## src/rtl/wsfd_pkg.sv

```systemverilog
// Shared types and constants for the WebSocket frame deframer.
// Used by the header parser, the result queue and the output stage.
`timescale 1ns / 1ps
`default_nettype none

package wsfd_pkg;

  typedef enum logic [2:0] {
    PH_HDR0    = 3'd0,
    PH_HDR1    = 3'd1,
    PH_EXTLEN  = 3'd2,
    PH_MASKKEY = 3'd3,
    PH_PAYLOAD = 3'd4
  } phase_t;

  localparam logic [6:0] LEN_CODE_16    = 7'd126;
  localparam logic [6:0] LEN_CODE_64    = 7'd127;
  localparam logic [3:0] TEXT_OPCODE    = 4'd1;
  localparam logic [3:0] EXT16_BYTES    = 4'd2;
  localparam logic [3:0] EXT64_BYTES    = 4'd8;
  localparam logic [3:0] MASK_KEY_BYTES = 4'd4;

  typedef struct packed {
    logic [7:0] payload_byte;
    logic       last_of_frame;
    logic       empty_frame;
  } result_t;

endpackage

`default_nettype wire

```

## src/rtl/wsfd_parser.sv

```systemverilog
// Front end: walks the frame header byte by byte and classifies each byte.
// Depends on wsfd_pkg for the phase type, length codes and result type.
`timescale 1ns / 1ps
`default_nettype none

module wsfd_parser (
  input  wire logic              clk,
  input  wire logic              rst_n,
  input  wire logic              accept,
  input  wire logic [7:0]        in_byte,
  output logic                   emit,
  output wsfd_pkg::result_t      result
);

  wsfd_pkg::phase_t phase_r, phase_nxt;
  logic             frame_is_text_r, frame_is_text_nxt;
  logic             mask_present_r, mask_present_nxt;
  logic [3:0]       hdr_left_r, hdr_left_nxt;
  logic [63:0]      remaining_r, remaining_nxt;

  logic [6:0]  len7;
  logic        len_is_ext;
  logic [63:0] ext_shift;
  logic [3:0]  hdr_left_dec;
  logic        hdr_done;
  logic        rem_is_zero;
  logic        rem_is_one;

  assign len7         = in_byte[6:0];
  assign len_is_ext   = (len7 == wsfd_pkg::LEN_CODE_16) || (len7 == wsfd_pkg::LEN_CODE_64);
  assign ext_shift    = {remaining_r[55:0], in_byte};
  assign hdr_left_dec = hdr_left_r - 4'd1;
  assign hdr_done     = (hdr_left_dec == 4'd0);
  assign rem_is_zero  = (remaining_r == 64'd0);
  assign rem_is_one   = (remaining_r == 64'd1);

  always_comb begin
    phase_nxt = phase_r;
    unique case (phase_r)
      wsfd_pkg::PH_HDR1: begin
        if (len_is_ext) begin
          phase_nxt = wsfd_pkg::PH_EXTLEN;
        end else if (in_byte[7]) begin
          phase_nxt = wsfd_pkg::PH_MASKKEY;
        end else if (len7 == 7'd0) begin
          phase_nxt = wsfd_pkg::PH_HDR0;
        end else begin
          phase_nxt = wsfd_pkg::PH_PAYLOAD;
        end
      end
      wsfd_pkg::PH_EXTLEN: begin
        if (hdr_done) begin
          if (mask_present_r) begin
            phase_nxt = wsfd_pkg::PH_MASKKEY;
          end else if (ext_shift == 64'd0) begin
            phase_nxt = wsfd_pkg::PH_HDR0;
          end else begin
            phase_nxt = wsfd_pkg::PH_PAYLOAD;
          end
        end
      end
      wsfd_pkg::PH_MASKKEY: begin
        if (hdr_done) begin
          phase_nxt = rem_is_zero ? wsfd_pkg::PH_HDR0 : wsfd_pkg::PH_PAYLOAD;
        end
      end
      wsfd_pkg::PH_PAYLOAD: begin
        if (rem_is_one) begin
          phase_nxt = wsfd_pkg::PH_HDR0;
        end
      end
      default: begin
        phase_nxt = wsfd_pkg::PH_HDR1;
      end
    endcase
  end

  always_comb begin
    frame_is_text_nxt = frame_is_text_r;
    mask_present_nxt  = mask_present_r;
    hdr_left_nxt      = hdr_left_r;
    remaining_nxt     = remaining_r;
    emit              = 1'b0;
    result            = '0;
    unique case (phase_r)
      wsfd_pkg::PH_HDR1: begin
        mask_present_nxt = in_byte[7];
        if (len_is_ext) begin
          remaining_nxt = 64'd0;
          hdr_left_nxt  = (len7 == wsfd_pkg::LEN_CODE_16) ? wsfd_pkg::EXT16_BYTES
                                                          : wsfd_pkg::EXT64_BYTES;
        end else begin
          remaining_nxt = {57'd0, len7};
          if (in_byte[7]) begin
            hdr_left_nxt = wsfd_pkg::MASK_KEY_BYTES;
          end else if (len7 == 7'd0) begin
            emit = frame_is_text_r;
          end
        end
      end
      wsfd_pkg::PH_EXTLEN: begin
        remaining_nxt = ext_shift;
        hdr_left_nxt  = hdr_left_dec;
        if (hdr_done) begin
          if (mask_present_r) begin
            hdr_left_nxt = wsfd_pkg::MASK_KEY_BYTES;
          end else if (ext_shift == 64'd0) begin
            emit = frame_is_text_r;
          end
        end
      end
      wsfd_pkg::PH_MASKKEY: begin
        hdr_left_nxt = hdr_left_dec;
        if (hdr_done && rem_is_zero) begin
          emit = frame_is_text_r;
        end
      end
      wsfd_pkg::PH_PAYLOAD: begin
        remaining_nxt = remaining_r - 64'd1;
        emit          = frame_is_text_r;
      end
      default: begin
        frame_is_text_nxt = (in_byte[3:0] == wsfd_pkg::TEXT_OPCODE);
        mask_present_nxt  = 1'b0;
        hdr_left_nxt      = 4'd0;
        remaining_nxt     = 64'd0;
      end
    endcase
    if (phase_r == wsfd_pkg::PH_PAYLOAD) begin
      result.payload_byte  = in_byte;
      result.last_of_frame = rem_is_one;
      result.empty_frame   = 1'b0;
    end else begin
      result.payload_byte  = 8'd0;
      result.last_of_frame = 1'b1;
      result.empty_frame   = 1'b1;
    end
  end

  always_ff @(posedge clk) begin
    if (!rst_n) begin
      phase_r         <= wsfd_pkg::PH_HDR0;
      frame_is_text_r <= 1'b0;
      mask_present_r  <= 1'b0;
      hdr_left_r      <= 4'd0;
      remaining_r     <= 64'd0;
    end else if (accept) begin
      phase_r         <= phase_nxt;
      frame_is_text_r <= frame_is_text_nxt;
      mask_present_r  <= mask_present_nxt;
      hdr_left_r      <= hdr_left_nxt;
      remaining_r     <= remaining_nxt;
    end
  end

`ifndef NO_ASSERTIONS
  a_text_payload_emits: assert property (@(posedge clk) disable iff (!rst_n)
    accept && (phase_r == wsfd_pkg::PH_PAYLOAD) && frame_is_text_r |-> emit)
    else $error("text payload byte produced no result");

  a_empty_closes_frame: assert property (@(posedge clk) disable iff (!rst_n)
    accept && emit && result.empty_frame |=> phase_r == wsfd_pkg::PH_HDR0)
    else $error("empty frame result did not return to header start");

  a_last_closes_frame: assert property (@(posedge clk) disable iff (!rst_n)
    accept && emit && result.last_of_frame |=> phase_r == wsfd_pkg::PH_HDR0)
    else $error("final payload byte did not return to header start");
`endif

endmodule

`default_nettype wire

```

## src/rtl/wsfd_fifo.sv

```systemverilog
// Short result queue that decouples the header parser from the output stage.
// Depends on wsfd_pkg for the result type.
`timescale 1ns / 1ps
`default_nettype none

module wsfd_fifo #(
  parameter int DEPTH = 4
) (
  input  wire logic         clk,
  input  wire logic         rst_n,
  input  wire logic         push,
  input  wsfd_pkg::result_t push_data,
  output logic              full,
  input  wire logic         pop,
  output logic              head_valid,
  output wsfd_pkg::result_t head_data
);

  localparam int AW = (DEPTH > 1) ? $clog2(DEPTH) : 1;
  localparam int CW = $clog2(DEPTH + 1);
  localparam logic [AW-1:0] LAST_IDX = AW'(DEPTH - 1);
  localparam logic [CW-1:0] FULL_CNT = CW'(DEPTH);

  wsfd_pkg::result_t entries_r [DEPTH];
  logic [AW-1:0] wr_ptr_r, wr_ptr_nxt;
  logic [AW-1:0] rd_ptr_r, rd_ptr_nxt;
  logic [CW-1:0] count_r, count_nxt;

  assign full       = (count_r == FULL_CNT);
  assign head_valid = (count_r != '0);
  assign head_data  = entries_r[rd_ptr_r];

  always_comb begin
    wr_ptr_nxt = wr_ptr_r;
    rd_ptr_nxt = rd_ptr_r;
    count_nxt  = count_r;
    if (push) begin
      wr_ptr_nxt = (wr_ptr_r == LAST_IDX) ? '0 : wr_ptr_r + AW'(1);
    end
    if (pop) begin
      rd_ptr_nxt = (rd_ptr_r == LAST_IDX) ? '0 : rd_ptr_r + AW'(1);
    end
    if (push && !pop) begin
      count_nxt = count_r + CW'(1);
    end else if (pop && !push) begin
      count_nxt = count_r - CW'(1);
    end
  end

  always_ff @(posedge clk) begin
    if (!rst_n) begin
      wr_ptr_r <= '0;
      rd_ptr_r <= '0;
      count_r  <= '0;
    end else begin
      wr_ptr_r <= wr_ptr_nxt;
      rd_ptr_r <= rd_ptr_nxt;
      count_r  <= count_nxt;
    end
  end

  always_ff @(posedge clk) begin
    if (push) begin
      entries_r[wr_ptr_r] <= push_data;
    end
  end

`ifndef NO_ASSERTIONS
  a_no_push_when_full: assert property (@(posedge clk) disable iff (!rst_n)
    full |-> !push)
    else $error("push into a full queue");

  a_no_pop_when_empty: assert property (@(posedge clk) disable iff (!rst_n)
    !head_valid |-> !pop)
    else $error("pop from an empty queue");

  a_count_tracks: assert property (@(posedge clk) disable iff (!rst_n)
    push && !pop |=> count_r == $past(count_r) + CW'(1))
    else $error("queue count lost a push");
`endif

endmodule

`default_nettype wire

```

## src/rtl/wsfd_out.sv

```systemverilog
// Back end: output register that presents queued results on the master side.
// Depends on wsfd_pkg for the result type.
`timescale 1ns / 1ps
`default_nettype none

module wsfd_out (
  input  wire logic         clk,
  input  wire logic         rst_n,
  input  wire logic         head_valid,
  input  wsfd_pkg::result_t head_data,
  output logic              pop,
  output logic              out_tvalid,
  input  wire logic         out_tready,
  output logic [7:0]        out_tdata,
  output logic              out_tlast,
  output logic              out_tuser
);

  logic              valid_r, valid_nxt;
  wsfd_pkg::result_t data_r;

  assign pop       = head_valid && (!valid_r || out_tready);
  assign valid_nxt = pop || (valid_r && !out_tready);

  always_ff @(posedge clk) begin
    if (!rst_n) begin
      valid_r <= 1'b0;
    end else begin
      valid_r <= valid_nxt;
    end
  end

  always_ff @(posedge clk) begin
    if (pop) begin
      data_r <= head_data;
    end
  end

  assign out_tvalid = valid_r;
  assign out_tdata  = data_r.payload_byte;
  assign out_tlast  = data_r.last_of_frame;
  assign out_tuser  = data_r.empty_frame;

endmodule

`default_nettype wire

```

## src/rtl/websocket_frame_deframer_unit.sv

```systemverilog
// Top level of the WebSocket frame deframer: parser, result queue, output stage.
// Depends on wsfd_pkg, wsfd_parser, wsfd_fifo and wsfd_out.
//
// The block takes one received byte per cycle and splits the stream into frames,
// reading the opcode, mask bit and 7-bit, 16-bit or 64-bit length and skipping any
// mask key. Payload bytes of text frames come out unchanged with the final byte
// marked on out_tlast; an empty text frame gives one transaction with out_tuser
// set. The header parser never holds off a byte, so in_tready stays high at one
// byte per cycle until the result queue of FIFO_DEPTH entries fills because the
// master side is held off. Each result passes through the result queue and then
// the output register, so out_tvalid rises at the earliest at the clock edge after
// the one that accepts the byte.
`timescale 1ns / 1ps
`default_nettype none

module websocket_frame_deframer_unit #(
  parameter int FIFO_DEPTH = 4
) (
  input  wire logic       clk,
  input  wire logic       rst_n,
  input  wire logic       in_tvalid,
  output logic            in_tready,
  input  wire logic [7:0] in_tdata,   // [7:0] in_byte
  output logic            out_tvalid,
  input  wire logic       out_tready,
  output logic [7:0]      out_tdata,  // [7:0] payload_byte
  output logic            out_tlast,
  output logic            out_tuser   // [0] empty_frame
);

  logic              accept;
  logic              emit;
  wsfd_pkg::result_t result;
  logic              fifo_full;
  logic              pop;
  logic              head_valid;
  wsfd_pkg::result_t head_data;

  assign in_tready = !fifo_full;
  assign accept    = in_tvalid && in_tready;

  wsfd_parser u_parser (
    .clk     (clk),
    .rst_n   (rst_n),
    .accept  (accept),
    .in_byte (in_tdata),
    .emit    (emit),
    .result  (result)
  );

  wsfd_fifo #(
    .DEPTH (FIFO_DEPTH)
  ) u_fifo (
    .clk        (clk),
    .rst_n      (rst_n),
    .push       (accept && emit),
    .push_data  (result),
    .full       (fifo_full),
    .pop        (pop),
    .head_valid (head_valid),
    .head_data  (head_data)
  );

  wsfd_out u_out (
    .clk        (clk),
    .rst_n      (rst_n),
    .head_valid (head_valid),
    .head_data  (head_data),
    .pop        (pop),
    .out_tvalid (out_tvalid),
    .out_tready (out_tready),
    .out_tdata  (out_tdata),
    .out_tlast  (out_tlast),
    .out_tuser  (out_tuser)
  );

endmodule

`default_nettype wire
```

## config.mk

```make
export PLATFORM = sky130hd
export DESIGN_NAME = websocket_frame_deframer_unit
export DESIGN_NICKNAME = d
export VERILOG_FILES = /design/src/rtl/wsfd_pkg.sv /design/src/rtl/wsfd_parser.sv /design/src/rtl/wsfd_fifo.sv /design/src/rtl/wsfd_out.sv /design/src/rtl/websocket_frame_deframer_unit.sv
export SDC_FILE = /design/constraint.sdc
export NUM_CORES = 1
export LEC_CHECK = 0
export BUFFER_PORTS_ARGS = -buffer_cell sky130_fd_sc_hd__buf_4
export CAP_MARGIN = 25
export CORE_ASPECT_RATIO = 1.1
export CORE_MARGIN = 4
export CORE_UTILIZATION = 25
export CTS_CLUSTER_DIAMETER = 150
export DETAILED_ROUTE_END_ITERATION = 10
export HOLD_SLACK_MARGIN = 0.02
export SETUP_SLACK_MARGIN = 0.05
export SKIP_LAST_GASP = 1
export SYNTH_ARGS = -nofsm -noshare
export SYNTH_HDL_FRONTEND = slang
export SYNTH_HIERARCHICAL = 1
export SYNTH_SLANG_ARGS = --single-unit
```

## constraint.sdc

```tcl
create_clock -name clk -period 5 [get_ports clk]
set_input_delay 0.75 -clock clk [delete_from_list [all_inputs] [get_ports clk]]
set_output_delay 0.75 -clock clk [all_outputs]
set_load 0.01 [all_outputs]
```

==> reports/results.txt <==
DRT Pass-1 Iters - 5
CTS Hold Buffers Added - 0
Vias - 6039
Asr flop ratio synth - 0%
Final period utilization - 76.3%
Max-slew violations - 0
Syn nets - 761
Syn Inst Count - 738
Starting Density - 25.5%
Layout Cells excl Fill - 1127
PostCTS Resize Cnt - 0
Die Ht - 185 microns
CTS tree - yes
First DRT Iteration DRCs - 743
Routability cong. - 0.847
PwrDens - 602 nW/um^2
Vias in the first global route - 5852
Average cell area after synthesis - 9.67 sq um
Die footprint - 31300 sq um
Rows - 64
Setup Skew - 8.81 ps
DP HPWL - 13000 microns
Final Power - 4.97 mW
Crit-path max cell delay - 370 ps
Routed wire length - 19400 microns
Post-synth EDFFs - 50
Die X - 169 microns
Synthesized area - 7130 sq um
CTS buffer count - 17
Seq/Total Area, Yosys - 44.3%
CP required - 5350 ps
Final setup violation count - 0
Most instantiated library cell after synthesis - dfxtp_1
Latest clock arrival within the worst-skew pair - 430 ps
Worst-margin pin slew - 916 ps
Final hold viol count - 0
Clock Pin Slew Worst Setup and Hold Paths - 60 ps
Largest cells by area after synthesis - dfxtp_1, edfxtp_1, a22oi_1
Final min period - 3810 ps
Sum Neg Setup Slack - 0 ps
Fmax - 0.262 GHz
Pre-CTS WS - 1220 ps
Yosys warnings - 6
Largest net degree at the start of global routing - 56
Pleak - 2.88 nW
Area of the core - 27900 sq um
Status - complete, no violations
Layout area overhead - 15.9%
Reg-to-reg slack, setup - 1190 ps
Slowest-stage cell, CP - fa_1
Dpl cells - 1094
CP Cell Sequence - inv_1, ha_1, nor2b_1, nand4_4, nor2_1, nand4b_1, a21oi_1, o311a_1, and3b_1, ha_1, inv_1, fa_1, xor2_1, or3_1, a21boi_1
Crit path capture type - register
Grt ovf - 0
Most frequent cells after synthesis - dfxtp_1, nor2_1, edfxtp_1
Nets@finish - 774
Initial antenna violation count - 0
Max VDD drop - 0.317 mV
Post-DR vias/cell - 5.36
RSZ-0062 raised after global routing - false
Max-slew headroom - 38.8%
Critical Path Start Type - register
Number of max-cap violations - 0
Crit Path Class - reg2reg
Synth top area share - 23.3%
Worst setup margin - 1190 ps
Clock sink count - 133
H-tree depth - 4
Layout cell share with drive strength beyond 1 - 14.5%
Buffers on Ports - 23
Post-synth top area cell - dfxtp_1
First-pass GRT wire length - 31500 microns
Post-route ant nets - 0
Routed length per instance - 17.2 microns
I/O pin count - 24
Critical path data arrival time - 4160 ps
FF+latch count, synth - 133
CTS root buf - clkbuf_16
Clock buffer depth - 2
Global-route usage over all layers - 12.5%
Hold Crit Class - reg2reg
Distinct cells, synth - 73
Layout filler cell count - 2854
Critical Path Fanout Max - 9
Post CTS Setup Buffer Count - 0
Antenna Cells - 0
Post-route DRC - 0
Hold Slack - 486 ps
Top_reg_cell synth - dfxtp_1
## worst max-delay path, delay by kind of cell, from the launching register on
kind            cells  cell delay, ps
simple gates        6            1680
fa+ha+maj           3             810
compound gates      3             540
flops               1             360
buf+inv             2             180
xor+xnor            1             150
## cell usage in the layout (no fill, tap or decap), drive strengths merged, types with 13 or more instances in the layout
| cell type | count |
|---|---|
| buf | 40 |
| nand2 | 40 |
| clkbuf | 17 |
| and2 | 17 |
| a22oi | 44 |
| nor2 | 68 |
| dfxtp | 83 |
| nor2b | 13 |
| xnor2 | 25 |
| nor4 | 25 |
| a21oi | 30 |
| o22ai | 27 |
| inv | 25 |
| o21ai | 42 |
| edfxtp | 50 |
| nand3 | 14 |
| xor2 | 17 |
| nand4 | 14 |
| nor3 | 37 |
## cell type report
class	instances	area, sq um	area share (%)
clock inverter	15	138	1.66
clock buffer	17	425	5.15
tap	363	454	5.49
multi-input combinational	544	3730	45.1
inverter	15	56.3	0.681
sequential	133	3160	38.3
timing repair buffer	40	304	3.68
## power breakdown
part           leakage (nW)  switching (mW)  total (mW)  internal [mW]
Sequential             1.13           0.164        1.44           1.28
Clock                 0.281           0.544        1.20          0.660
Combinational          1.47            1.36        2.32          0.967
## metrics by stage
stage | instance area [sq um] | utilization (%)
after CTS | 8260 | 29.5
after global placement | 7690 | 27.5
after global routing | 8270 | 29.6
after floorplan | 7130 | -
after detailed placement | 7690 | 27.5
final | 8270 | 29.6
## layer usage
layer / global-route usage, % / share of wire, %
met4: 4.35 / 2.5
met2: 21.4 / 48
met1: 15.7 / 43
met5: 0 / 0
met3: 2.67 / 6.7
## cell families after synthesis
kind of cell | count (synthesis) | synth area share [%]
and+or+nand+nor | 279 | 22.6
AOI/OAI and AO/OA | 195 | 18.2
DFF | 133 | 44.3
buffers and inverters | 61 | 3.58
xor gates and xnor gates | 42 | 5.16
muxes | 17 | 4.14
adders and majority gates | 11 | 2.03
## registers in the layout, indices dropped and copies added, names as in the netlist, named ones only
| register | cells |
|---|---|
| u_parser/remaining_r | 64 |
| u_fifo/entries_r | 40 |
| u_out/out_tdata | 8 |
| u_parser/hdr_left_r | 4 |
| u_fifo/count_r | 3 |
| u_parser/phase_r | 3 |
| u_fifo/rd_ptr_r | 2 |
| u_fifo/wr_ptr_r | 2 |
| u_out/out_tlast | 1 |
| u_out/out_tuser | 1 |
| u_out/out_tvalid | 1 |
| u_parser/frame_is_text_r | 1 |
| u_parser/mask_present_r | 1 |
## final timing paths
kind / startpoint / to / cells after the start
min: u_parser/frame_is_text_r / u_parser/frame_is_text_r / 2
max reg2reg: u_parser/remaining_r[1] / u_fifo/count_r[2] / 15
max: u_parser/remaining_r[1] / u_fifo/count_r[2] / 15
min reg2reg: u_parser/frame_is_text_r / u_parser/frame_is_text_r / 2
Note: power is estimated with default switching activity, not from simulation.
